===== config.mk =====
export PLATFORM = sky130hd
export DESIGN_NAME = multilevel_feedback_scheduler_top
export DESIGN_NICKNAME = d
export VERILOG_FILES = /design/src/hw/rtl/mlfs_pkg.sv /design/src/hw/rtl/multilevel_feedback_scheduler_top.sv /design/src/hw/rtl/mlfs_cell.sv /design/src/hw/rtl/mlfs_queue.sv
export SDC_FILE = /design/constraint.sdc
export NUM_CORES = 1
export LEC_CHECK = 0
export BUFFER_PORTS_ARGS = -buffer_cell sky130_fd_sc_hd__buf_2
export CORE_MARGIN = 4
export CORE_UTILIZATION = 61
export DETAILED_ROUTE_END_ITERATION = 10
export PLACE_DENSITY_LB_ADDON = 0.05
export SETUP_SLACK_MARGIN = 0.4
export SLEW_MARGIN = 25
export SYNTH_ARGS = -nofsm -noshare
export SYNTH_HDL_FRONTEND = slang
export SYNTH_SLANG_ARGS = --single-unit

===== constraint.sdc =====
create_clock -name clk -period 16.94 [get_ports clk]
set_clock_uncertainty 0.1 [all_clocks]
set_input_delay 3.388 -clock clk [delete_from_list [all_inputs] [get_ports clk]]
set_output_delay 3.388 -clock clk [all_outputs]
set_load 0.1 [all_outputs]

===== src/hw/rtl/mlfs_pkg.sv =====
package mlfs_pkg;

  localparam int unsigned IdW    = 5;
  localparam int unsigned PrioW  = 4;
  localparam int unsigned TickW  = 20;
  localparam int unsigned QuantW = 16;
  localparam int unsigned NumIds = 32;

  // Priority numbers at or above this limit never beat the queue head.
  localparam logic [PrioW-1:0] PrioLimit = 4'd3;

  typedef enum logic [1:0] {
    FUNC_READY   = 2'd0,
    FUNC_PICK    = 2'd1,
    FUNC_PREEMPT = 2'd2,
    FUNC_EXPIRY  = 2'd3
  } func_t;

  typedef enum logic [1:0] {
    MODE_RR   = 2'd0,
    MODE_PRIO = 2'd1,
    MODE_MLFQ = 2'd2,
    MODE_ALT  = 2'd3
  } mode_t;

  typedef enum logic {
    REG_MODE    = 1'b0,
    REG_QUANTUM = 1'b1
  } reg_idx_t;

  // One queue slot as held in a cell.
  typedef struct packed {
    logic             vld;
    logic [IdW-1:0]   id;
    logic [PrioW-1:0] prio;
  } slot_t;

  // Command broadcast from the sequencer to every cell of a queue.
  typedef struct packed {
    logic             push;
    logic             shift;
    logic [IdW-1:0]   id;
    logic [PrioW-1:0] prio;
  } cell_cmd_t;

endpackage


===== src/hw/rtl/multilevel_feedback_scheduler_top.sv =====
// Thread scheduler with three order-keeping queues held in rows of cells
// (one cell per queue position) and a 32-entry level table. Ready, plain
// pick and the feedback queries need no walk. A priority pick or
// a priority preempt query walks the top queue one cell per cycle up
// to its first empty cell; a removal then shifts all later cells
// together. One item is in work at a time, and a finished
// result waits in the output register; the next item is taken only once
// that result leaves, at the earliest in the same cycle.
module multilevel_feedback_scheduler_top
  import mlfs_pkg::*;
#(
  parameter int unsigned MAX_THREADS = 32
)
(
  input  logic                      clk,
  input  logic                      rst,
  input  logic                      cfg_valid,
  output logic                      cfg_ready,
  input  logic                      cfg_index,
  input  logic [QuantW-1:0]         cfg_data,
  input  logic                      in_valid,
  output logic                      in_ready,
  input  logic [1:0]                func,
  input  logic [IdW-1:0]            thread_id,
  input  logic [TickW-1:0]          ticks_used,
  input  logic [PrioW-1:0]          thread_priority,
  output logic                      out_valid,
  input  logic                      out_ready,
  output logic [IdW-1:0]            chosen_id,
  output logic                      found,
  output logic                      answer_flag,
  output logic                      overflow
);

  localparam int unsigned PosW = (MAX_THREADS > 1) ? $clog2(MAX_THREADS) : 1;
  localparam int unsigned CntW = $clog2(MAX_THREADS + 1);

  typedef enum logic [1:0] {
    ST_IDLE,
    ST_SCAN,
    ST_DONE
  } state_t;

  state_t state;
  mode_t  sched_mode;
  logic [QuantW-1:0] base_quantum;
  logic [1:0] level_table [NumIds];

  // Latched item.
  func_t             f_q;
  logic [IdW-1:0]    id_q;
  logic [TickW-1:0]  ticks_q;
  logic [PrioW-1:0]  prio_q;

  // Scan state for priority walks.
  logic [CntW-1:0]   scan_i;
  logic [PrioW-1:0]  best;
  logic [PosW-1:0]   best_pos;
  logic              hit;

  cell_cmd_t cmd_top, cmd_mid, cmd_low;
  logic [PosW-1:0] pos_top;
  slot_t top_s [MAX_THREADS];
  slot_t mid_s [MAX_THREADS];
  slot_t low_s [MAX_THREADS];
  logic top_full, mid_full, low_full, top_empty, mid_empty, low_empty;

  mlfs_queue #(.Depth(MAX_THREADS)) u_top (
    .clk(clk), .rst(rst), .cmd(cmd_top), .pos(pos_top),
    .slots(top_s), .full(top_full), .empty(top_empty));
  mlfs_queue #(.Depth(MAX_THREADS)) u_mid (
    .clk(clk), .rst(rst), .cmd(cmd_mid), .pos('0),
    .slots(mid_s), .full(mid_full), .empty(mid_empty));
  mlfs_queue #(.Depth(MAX_THREADS)) u_low (
    .clk(clk), .rst(rst), .cmd(cmd_low), .pos('0),
    .slots(low_s), .full(low_full), .empty(low_empty));

  // Level of the latched thread and its quantum check.
  logic [1:0]        lvl;
  logic [TickW-1:0]  quantum;
  logic              expired;
  logic [1:0]        target;
  logic              tgt_full;
  slot_t             scan_slot;

  always_comb begin
    lvl = (level_table[id_q] == 2'd3) ? 2'd2 : level_table[id_q];
    quantum = TickW'(base_quantum);
    if (sched_mode == MODE_MLFQ) begin
      quantum = TickW'(base_quantum) << lvl;
    end
    expired = ticks_q > quantum;
    target = 2'd0;
    if (sched_mode == MODE_MLFQ) begin
      target = (expired && lvl < 2'd2) ? lvl + 2'd1 : lvl;
    end
    case (target)
      2'd0:    tgt_full = top_full;
      2'd1:    tgt_full = mid_full;
      default: tgt_full = low_full;
    endcase
    scan_slot = top_s[scan_i[PosW-1:0]];
  end

  assign cfg_ready = (state == ST_IDLE);
  assign in_ready  = (state == ST_IDLE) && (!out_valid || out_ready);

  // Queue commands, issued in the cycle the item completes.
  always_comb begin
    cmd_top = '0;
    cmd_mid = '0;
    cmd_low = '0;
    cmd_top.id = id_q; cmd_top.prio = prio_q;
    cmd_mid.id = id_q; cmd_mid.prio = prio_q;
    cmd_low.id = id_q; cmd_low.prio = prio_q;
    pos_top = '0;
    if (state == ST_DONE) begin
      case (f_q)
        FUNC_READY: begin
          if (!tgt_full) begin
            case (target)
              2'd0:    cmd_top.push = 1'b1;
              2'd1:    cmd_mid.push = 1'b1;
              default: cmd_low.push = 1'b1;
            endcase
          end
        end
        FUNC_PICK: begin
          if (sched_mode == MODE_PRIO) begin
            pos_top = best_pos;
            cmd_top.shift = !top_empty;
          end else if (sched_mode == MODE_MLFQ) begin
            if (!top_empty)      cmd_top.shift = 1'b1;
            else if (!mid_empty) cmd_mid.shift = 1'b1;
            else                 cmd_low.shift = !low_empty;
          end else begin
            cmd_top.shift = !top_empty;
          end
        end
        default: ;
      endcase
    end
  end

  // Sequencer, configuration and output register.
  always_ff @(posedge clk) begin
    if (rst) begin
      state        <= ST_IDLE;
      out_valid    <= 1'b0;
      sched_mode   <= MODE_RR;
      base_quantum <= QuantW'(100);
      for (int k = 0; k < NumIds; k++) level_table[k] <= 2'd0;
    end else begin
      if (out_valid && out_ready) out_valid <= 1'b0;
      case (state)
        ST_IDLE: begin
          if (cfg_valid) begin
            if (cfg_index == REG_MODE) sched_mode <= mode_t'(cfg_data[1:0]);
            else base_quantum <= cfg_data;
          end
          if (in_valid && in_ready) begin
            f_q      <= func_t'(func);
            id_q     <= thread_id;
            ticks_q  <= ticks_used;
            prio_q   <= thread_priority;
            scan_i   <= '0;
            best     <= PrioLimit;
            best_pos <= '0;
            hit      <= 1'b0;
            if (sched_mode == MODE_PRIO &&
                (func == FUNC_PICK || func == FUNC_PREEMPT)) begin
              state <= ST_SCAN;
            end else begin
              state <= ST_DONE;
            end
          end
        end
        ST_SCAN: begin
          // Walk the top queue one cell per cycle up to its first empty cell.
          if (scan_i == CntW'(MAX_THREADS) || !scan_slot.vld) begin
            state <= ST_DONE;
          end else begin
            if (scan_slot.prio < best) begin
              best     <= scan_slot.prio;
              best_pos <= scan_i[PosW-1:0];
            end
            if (prio_q > scan_slot.prio) hit <= 1'b1;
            scan_i <= scan_i + 1'b1;
          end
        end
        ST_DONE: begin
          state       <= ST_IDLE;
          out_valid   <= 1'b1;
          chosen_id   <= '0;
          found       <= 1'b0;
          answer_flag <= 1'b0;
          overflow    <= 1'b0;
          case (f_q)
            FUNC_READY: begin
              if (tgt_full) overflow <= 1'b1;
              else if (sched_mode == MODE_MLFQ) level_table[id_q] <= target;
            end
            FUNC_PICK: begin
              if (sched_mode == MODE_PRIO) begin
                if (!top_empty) begin
                  found <= 1'b1; chosen_id <= top_s[best_pos].id;
                end
              end else if (sched_mode == MODE_MLFQ) begin
                if (!top_empty) begin
                  found <= 1'b1; chosen_id <= top_s[0].id;
                end else if (!mid_empty) begin
                  found <= 1'b1; chosen_id <= mid_s[0].id;
                end else if (!low_empty) begin
                  found <= 1'b1; chosen_id <= low_s[0].id;
                end
              end else if (!top_empty) begin
                found <= 1'b1; chosen_id <= top_s[0].id;
              end
            end
            FUNC_PREEMPT: begin
              if (sched_mode == MODE_MLFQ) begin
                if (lvl == 2'd1) answer_flag <= !top_empty;
                else if (lvl == 2'd2) answer_flag <= !top_empty || !mid_empty;
              end else if (sched_mode == MODE_PRIO) begin
                answer_flag <= hit;
              end
            end
            default: answer_flag <= expired;
          endcase
        end
        default: state <= ST_IDLE;
      endcase
    end
  end

endmodule


===== src/hw/rtl/mlfs_cell.sv =====
// One queue position. A push lands in the first empty cell; a shift
// removes this cell's entry by taking the right neighbor's when take is set.
module mlfs_cell
  import mlfs_pkg::*;
(
  input  logic      clk,
  input  logic      rst,
  input  cell_cmd_t cmd,
  input  logic      prev_vld,
  input  logic      take,
  input  slot_t     right,
  output slot_t     slot
);

  always_ff @(posedge clk) begin
    if (rst) begin
      slot.vld <= 1'b0;
    end else if (cmd.shift && take) begin
      slot <= right;
    end else if (cmd.push && prev_vld && !slot.vld) begin
      slot.vld  <= 1'b1;
      slot.id   <= cmd.id;
      slot.prio <= cmd.prio;
    end
  end

endmodule


===== src/hw/rtl/mlfs_queue.sv =====
// An order-keeping queue as a row of cells. Removing position pos makes
// every cell at or after pos take its right neighbor together.
module mlfs_queue
  import mlfs_pkg::*;
#(
  parameter int unsigned Depth = 32,
  localparam int unsigned PosW = (Depth > 1) ? $clog2(Depth) : 1
)
(
  input  logic            clk,
  input  logic            rst,
  input  cell_cmd_t       cmd,
  input  logic [PosW-1:0] pos,
  output slot_t           slots [Depth],
  output logic            full,
  output logic            empty
);

  slot_t tail;

  assign tail  = '0;
  assign full  = slots[Depth-1].vld;
  assign empty = !slots[0].vld;

  for (genvar c = 0; c < Depth; c++) begin : g_cell
    logic  prev_vld;
    logic  take;
    slot_t right;
    slot_t slot_q;
    if (c == 0) begin : g_first
      assign prev_vld = 1'b1;
    end else begin : g_rest
      assign prev_vld = slots[c-1].vld;
    end
    if (c == Depth - 1) begin : g_last
      assign right = tail;
    end else begin : g_mid
      assign right = slots[c+1];
    end
    assign take = (PosW'(c) >= pos);
    mlfs_cell u_cell (
      .clk      (clk),
      .rst      (rst),
      .cmd      (cmd),
      .prev_vld (prev_vld),
      .take     (take),
      .right    (right),
      .slot     (slot_q)
    );
    assign slots[c] = slot_q;
  end

endmodule


* After elaboration in Yosys (flattened, before gate mapping)
Memories as Yosys holds them, arrays and structs flattened. A register that Yosys moved wholly into a read port is not among the register bits.
Index checks and enable logic that the tools add are counted.
** Storage, ports and cells
- Bits in registers :: 1028
- Memory bits (writable) :: 64
- Bits of input ports :: 53
- Output and inout bits :: 11
- Memories :: 1
** Operators by class
- Add/sub/neg operators :: 2
- $lt $le $gt $ge :: 38
- Equality and inequality tests :: 18
- Shift-type cells :: 1
- Mux-type cells :: 280
- Bitwise gates (word level) :: 4
- Reduce and logical (&&, ||, !) cells :: 539
** Memory list
- level_table :: depth 32, bits a word 2, read ports 1, clocked after Yosys merged registers in 1, write ports 32, RTL line multilevel_feedback_scheduler_top.sv:47 : logic [1:0] level_table [NumIds];
** Operators with widths (count)
- $mux 10 :: 188
- $logic_and 1x1->1 :: 226
- $reduce_and 2->1 :: 98
- $reduce_bool 2->1 :: 98
- $bmux 10 s5 :: 2
- $logic_not 1->1 :: 98
- $ge 5x5->1 const A :: 16
- $mux 5 :: 15
- $mux 1 :: 47
- $mux 9 :: 5
- $ge 4x5->1 const A :: 8
- $ge 3x5->1 const A :: 4
- $gt 20x20->1 :: 1
- $mux 2 :: 10
- $mux 20 :: 1
- $shl 16x2->20 :: 1
- $eq 2x1->1 const B :: 6
- $eq 2x2->1 const B :: 6
- $ge 6x6->1 const B :: 2
- $mux 4 :: 3
- $mux 6 :: 2
- $not 5->6 :: 2
- $pmux 6 s2 :: 1
- $reduce_or 2->1 :: 6
- other kinds (20) :: 36

* Longest topological paths before layout
Gate-level depths: netlist of run 1.
- Depth in word-level cells :: 18
- Gate-level depth with buffers :: 23

* Hierarchy
A second synthesis of run 1 with hierarchy kept.
** Unflattened totals
- Cells, all modules :: 3474
- Area, all modules :: 56316.5 sq um
** By module, submodules not included
- mlfs_cell :: instances 96, cells an instance 26, area an instance 474.2 sq um, sequential area each 290.3 sq um
- multilevel_feedback_scheduler_top :: instances 1, cells an instance 832, area an instance 9988.3 sq um, sequential area each 4093.9 sq um
- mlfs_queue (u_low ...) :: instances 2, cells an instance 48, area an instance 264.0 sq um, sequential area each 0.0 sq um
- mlfs_queue (u_top) :: instances 1, cells an instance 50, area an instance 276.5 sq um, sequential area each 0.0 sq um

* Least setup slack after synthesis of run 1
OpenSTA, ideal clock, no wires.
- Path kind :: in2out
- Start :: input port out_ready
- End :: output port in_ready
- Arrival :: 4.268 ns
- Data required time :: 13.452 ns
- Setup slack :: 9.184 ns
- Stages on the path :: 2
- Path buffers :: 0
- Path through :: nand2b_1 and2_1
** Between the ends
- Word-level cells in the longest chain between the ends :: 2
** RTL lines
- start, declared :: RTL line multilevel_feedback_scheduler_top.sv:28 : input logic out_ready,
- $logic_or 1x1->1 :: RTL line multilevel_feedback_scheduler_top.sv:106 : assign in_ready = (state == ST_IDLE) && (!out_valid || out_ready);
- $logic_and 1x1->1 :: RTL line multilevel_feedback_scheduler_top.sv:106
- end, declared :: RTL line multilevel_feedback_scheduler_top.sv:22 : output logic in_ready,
No other way between the ends.

==> results.tsv, run 1 <==
metric	value	unit
status	complete, no violations	
synth_warnings	0	
synthTopCellsByArea	edfxtp_1 55%, mux2_2 7.4%, mux4_2 6.4%	
dp_hpwl	59100	um
dieWidth	263	um
yosysSeqAreaShare	0.614	
hold_depth	2	
cts_tree	done	
start_kind	register	
first_pass_iters	6	
die-height	263	um
synth_fp_nets	3051	
synth-edff-count	727	
ff2ff_setup_slack	9.22	ns
holdCritPathClass	reg2reg	
setup_violations	0	
min_period	7.72	ns
tightest_slew	1.03	ns
clk_latency	0.63	ns
synth_most_common_cell	edfxtp_1	
fmax	129	MHz
placedInstanceArea	40400	um^2
place_congestion	0.862	
worstPathArrival	7.88	ns
final_area	43300	um^2
worstSetupEndpointType	register	
clkSinkCount	849	
cts_made_buffers	88	
antenna_left	0	
post_synth.cell_area_avg	13.3	um^2
hp-start	base_quantum[10]	
relSlewSlack	0.313	
drv_slew	0	
root_buffer	clkbuf_16	
area_delta_synth_final	9.35	%
antenna_found_initial	2	
grt_pass1_wl	146000	um
initial_core_util	0.615	
cts_setup_buffers	0	
grt_setup_unrepaired	false	
yosysUniqueCellTypes	61	
first_global_vias	25033	
path_class	reg2reg	
vias	24916	
h-tree-depth	3	
grt_max_degree	119	
vias_per_cell	6.49	
ir_worst_vdd	0.0000836	V
async_flop_share	0	
numPortBuffers	63	
synthFlopType	edfxtp_1	
hold_end	base_quantum[10]	
power.leakage	15.6	nW
crit_fanout	63	
cts_buffer_depth	3	
r2r_end	u_top.g_cell[7].u_cell.slot[7]	
drv_cap	0	
synth_cells	2970	
num_io_pins	64	
synth_top_area_cell	edfxtp_1	
setup_tns	0	ns
required	17.09	ns
post_cts_resized	0	
ctsHoldBuffers	0	
final_layout_size_suffix_gt1_frac	0.220	
nets	2989	
drtIter0Drc	2800	
r2r_cells	19	
pwr_density_cell	102	nW/um^2
synth-seq-cells	849	
overflow	0	
row_count	93	
hold_viol	0	
cts.clk_slew.worst_paths	0.06	ns
yosys-top-cells-count	727 x edfxtp_1, 314 x a21o_1, 259 x mux2_2	
die-area	69000	um^2
netlist_area	39600	um^2
grt_use_total	0.268	
period_share	0.456	
wl	93600	um
drc_errors	0	
core_area	64300	um^2
yosysTopAreaCellShare	0.552	
wl_per_cell	24.4	um
how the worst max path moves through the flow:
stage | start | endpoint | slack, ns | cells after the start
after floorplan | out_ready | in_ready | 9.18 | 2
after global placement | out_ready | in_ready | 9.30 | 4
after detailed placement | out_ready | in_ready | 9.31 | 4
after CTS | out_ready | in_ready | 9.31 | 4
after global routing | register | u_low.g_cell[12].u_cell.slot[7] | 8.69 | 18
final | register | u_top.g_cell[7].u_cell.slot[7] | 9.22 | 19
power by group:
part           switching, mW  internal, mW
Clock                  0.803          1.08
Combinational          0.147        0.0979
Sequential            0.0138          2.28
routing by layer:
| metal | vias to the layer above | routed length (um) | global-route usage |
|---|---|---|---|
| met5 | - | 0 | 0 |
| met3 | 209 | 6070 | 0.0392 |
| met4 | 0 | 2970 | 0.0795 |
| met1 | 12640 | 38300 | 0.371 |
| li1 | 11148 | - | - |
| met2 | 919 | 46300 | 0.449 |
worst max-delay path, stage by stage, from the launching register on:
cell       delay [ns]
dfxtp_1          0.31
buf_4            0.31
mux4_2           0.55
nor2b_1          0.15
a2111oi_2        0.57
or4_1            0.60
nand2_1          0.48
o21ai_0          0.30
nand2_1          0.08
ha_1             0.27
nand4b_1         0.19
nor4_1           0.40
nand2_1          0.13
o221ai_1         0.38
a31oi_1          0.20
or3_1            0.36
buf_4            0.27
a311o_2          0.43
buf_4            0.32
o22ai_1          0.84
flip-flops by register name, summed over array words and instances, names as in the netlist, 2 cells and up, named ones only:
signal / count
scan_i: 6
id_q: 5
best: 4
u_mid.g_cell.u_cell.slot: 192
ticks_q: 20
u_top.g_cell.u_cell.slot: 320
u_low.g_cell.u_cell.slot: 192
f_q: 2
chosen_id: 5
level_table: 64
prio_q: 4
base_quantum: 16
sched_mode: 2
state: 2
best_pos: 5
through the flow:
stage / total power [mW] / worst slack [ns] / hold slack [ns] / util / instances
after floorplan: 2.51 / 9.18 / 0.358 / - / 2970
after CTS: 4.44 / 9.31 / 0.396 / 0.672 / 3834
after detailed placement: 2.58 / 9.31 / 0.386 / 0.628 / 3671
final: 4.42 / 9.22 / 0.395 / 0.672 / 3837
after global routing: 4.56 / 8.69 / 0.424 / 0.672 / 3837
after global placement: 2.57 / 9.30 / 0.381 / 0.627 / 3669
logic make-up (layout without fill, tap and decap cells):
logic type,count (synthesis),in the layout,share of synthesized area
and+or+nand+nor,681,681,0.0827
xor gates and xnor gates,5,5,0.00111
buffers and inverters,304,315,0.0294
other,1,2,0.0000948
muxes,390,390,0.142
DFF,849,849,0.614
adders and majority gates,28,28,0.00886
AOI/OAI and AO/OA,712,712,0.122
cell type report:
class                      instances  area [um^2]
antenna                            1         2.50
clock buffer                     122         2510
clock inverter                    41          302
fill                            4567        21100
inverter                          27          103
multi-input combinational       1817        14200
sequential                       849        24300
tap                              855         1070
timing repair buffer             125          807
placed cells by master (no fill, tap or decap), types with 19 or more instances in the layout:
cell / instances
nor2b_1: 28
and2_1: 27
dfxtp_1: 122
ha_1: 28
mux2i_1: 19
a21o_1: 314
nand3_1: 31
nand2b_1: 73
nand2_1: 203
nor3_1: 105
mux2_2: 259
clkbuf_16: 94
buf_2: 62
buf_4: 60
a211oi_1: 69
mux4_2: 112
o31ai_1: 22
nand3b_1: 28
o21ai_0: 132
edfxtp_1: 727
clkbuf_1: 23
o22ai_1: 44
inv_1: 25
a21oi_1: 55
nor2_1: 146
Power figures use the tool's default switching activity.
==> run 2: changes to the inputs <==
- clock period: 16.94 -> 7.6 ns (I/O delays scaled with it)
==> run 2 against run 1 <==
Global-route usage is 0.17 points lower. Sequential share of layout area decreased by 0.26 points. Critical path depth grew 1. Cell count up 0.18%. Design area increased by 0.47%. Count of clock-buffer cells in the layout unchanged. Sequential cell count did not move. Routed wire length decreased by 0.63%. Sequential power increased by 120%. Largest cell class unchanged.
==> results.tsv, run 2 (synthesis gave the netlist of run 1 again) <==
metric	value	unit	change
grtUsageMet3	0.0479		was 0.0392
layout_common_cells	727 x edfxtp_1, 314 x a21o_1, 259 x mux2_2		unchanged
layout_commonest_cell	edfxtp_1		unchanged
hold_depth	2		unchanged
grt_max_degree	138		was 119
antenna_left	0		unchanged
clkSinkCount	849		unchanged
dp_hpwl	60400	um	was 59,100 um
first_pass_iters	5		was 6
wl	93100	um	was 93,600 um
timing.critical_path.buf_inv	4		was 3
clk_latency	0.64	ns	was 0.63 ns
cpMostUsedCell	buf_4		
finalNonFillerCells	3844		was 3,837
comb_power_share	0.056		was 0.055
grt_pass1_wl	146000	um	about the same
gr-usage-met2	0.445		was 0.449
power_switching_share	0.220		was 0.218
overflow	0		unchanged
drc_errors	0		unchanged
clockPowerShare	0.425		was 0.426
pwr_density_cell	227	nW/um^2	was 102 nW/um^2
grt-busiest-layer	met2		unchanged
drtIter0Drc	2506		was 2,800
h-tree-depth	3		unchanged
vias_per_cell	6.43		was 6.49
holdCritPathClass	reg2reg		unchanged
start_kind	register		unchanged
cts_tree	done		unchanged
switching_power	2.16	mW	was 0.964 mW
ctsHoldBuffers	0		unchanged
hold_viol	0		unchanged
power.leakage	15.6	nW	about the same
period_share	0.893		was 0.456
path_class	reg2reg		unchanged
worstPathArrival	6.94	ns	was 7.88 ns
drv_cap	0		unchanged
relSlewSlack	0.309		was 0.313
nets	2995		was 2,989
multi_input_area	14400	um^2	was 14,200 um^2
crit_chain	buf_12 -> mux4_2 -> nor2b_1 -> a2111oi_2 -> or4_1 -> buf_4 -> o22ai_1 -> nand2_1 -> o21ai_0 -> ha_1 -> nand3_1 -> nor4_1 -> nand2_1 -> or3_1 -> and3_1 -> or3_1 -> buf_4 -> a311o_2 -> buf_4 -> o22ai_2		was buf_4 -> mux4_2 -> nor2b_1 -> a2111oi_2 -> or4_1 -> nand2_1 -> o21ai_0 -> nand2_1 -> ha_1 -> nand4b_1 -> nor4_1 -> nand2_1 -> o221ai_1 -> a31oi_1 -> or3_1 -> buf_4 -> a311o_2 -> buf_4 -> o22ai_1
num_io_pins	64		unchanged
die-area	69000	um^2	unchanged
vias	24701		was 24,916
place_congestion	0.890		was 0.862
cts_made_buffers	88		unchanged
largest_register_ffs	320		unchanged
register_area	24300	um^2	about the same
final_area	43500	um^2	was 43,300 um^2
cts_setup_buffers	0		unchanged
cp.depth	20		was 19
cts_buffer_depth	3		unchanged
critPathTopFamily	simple AND/OR/NAND/NOR gates		was compound AO/OA/AOI/OAI gates
fmax	147	MHz	was 129 MHz
placedInstanceArea	40500	um^2	was 40,400 um^2
numPortBuffers	63		unchanged
holdWs	0.399	ns	was 0.395 ns
setup_tns	0	ns	unchanged
largestRegisters	u_top.g_cell.u_cell.slot x320, u_low.g_cell.u_cell.slot x192, u_mid.g_cell.u_cell.slot x192		unchanged
tightest_slew	1.04	ns	was 1.03 ns
cpPeakStageDelay	0.55	ns	was 0.84 ns
worstSetupEndpointType	register		unchanged
initial_core_util	0.615		unchanged
power.internal	7.68	mW	was 3.46 mW
min_period	6.79	ns	was 7.72 ns
grt_use_met1	0.363		was 0.371
grt_setup_unrepaired	false		unchanged
wl_per_cell	24.2	um	was 24.4 um
antenna_found_initial	2		unchanged
setup_violations	0		unchanged
core_area	64300	um^2	unchanged
row_count	93		unchanged
status	complete, no violations		unchanged
seqPwrFrac	0.519		was 0.518
grt_use_total	0.267		was 0.268
power	9.84	mW	was 4.42 mW
worst_path_max_delay_cell	o22ai_2		was o22ai_1
final_layout_size_suffix_gt1_frac	0.229		was 0.220
r2r_cells	20		was 19
drv_slew	0		unchanged
cts.clk_slew.worst_paths	0.06	ns	about the same
crit_fanout	63		unchanged
first_global_vias	24861		was 25,033
required	7.76	ns	was 17.09 ns
dieWidth	263	um	unchanged
fillCellCount	4524		was 4,567
diodes	0		was 1
post-place-cells	3679		was 3,671
ir_worst_vdd	0.000190	V	was 0.0000836 V
area_delta_synth_final	9.86	%	was 9.35%
top_register	u_top.g_cell.u_cell.slot		unchanged
root_buffer	clkbuf_16		unchanged
die-height	263	um	unchanged
==> run 2: path summary, 6_finish.rpt <==
kind	start	to	slack, ns
worst max-delay path	register	u_top.g_cell[17].u_cell.slot[5]	0.81
worst min-delay path	base_quantum[11]	base_quantum[11]	0.40
worst max register to register	register	u_top.g_cell[17].u_cell.slot[5]	0.81
worst min register to register	base_quantum[11]	base_quantum[11]	0.40
==> run 2: stage by stage <==
| step | setup slack, ns | utilization |
|---|---|---|
| final | 0.815 | 0.675 |
| after global routing | 0.523 | 0.675 |
| after CTS | 0.474 | 0.673 |
| after detailed placement | 0.179 | 0.629 |
| after global placement | 0.541 | 0.628 |
| after floorplan | 1.69 | - |
==> run 2: area by class of cell <==
class / instances / area share
repair buffers: 131 / 0.0194
clock buffers: 122 / 0.0550
well taps: 855 / 0.0246
inverters: 27 / 0.00236
flip-flops and latches: 849 / 0.559
multi-input cells: 1817 / 0.331
clock inverters: 43 / 0.00895
==> run 2: repair_timing <==
| item | 4_1_cts | 5_1_grt |
|---|---|---|
| endpoints found under the hold margin | 0 | 0 |
| endpoints found under the setup margin | 288 | 411 |
| gates resized for setup | 6 | 29 |
==> run 2: power groups by stage <==
stage	Clock [mW]	Sequential (mW)	Combinational [mW]
6_report	4.18	5.11	0.549
5_1_grt	4.44	5.11	0.594
4_1_cts	4.24	5.11	0.546
3_5_place_dp	0	5.21	0.541
3_3_place_gp	0	5.21	0.527
2_1_floorplan	0	5.20	0.386
==> run 2: worst min-delay path, cell delays in order (launching register included) <==
cell and delay (ns):
dfxtp_1 0.34, nand2_1 0.06, a21oi_1 0.05
==> run 2: routing by layer <==
metal  wire length [um]  vias to the layer above
li1                   -                    11153
met1              38600                    12557
met2              46000                      802
met3               5630                      189
met4               2850                        0
met5                  0                        -
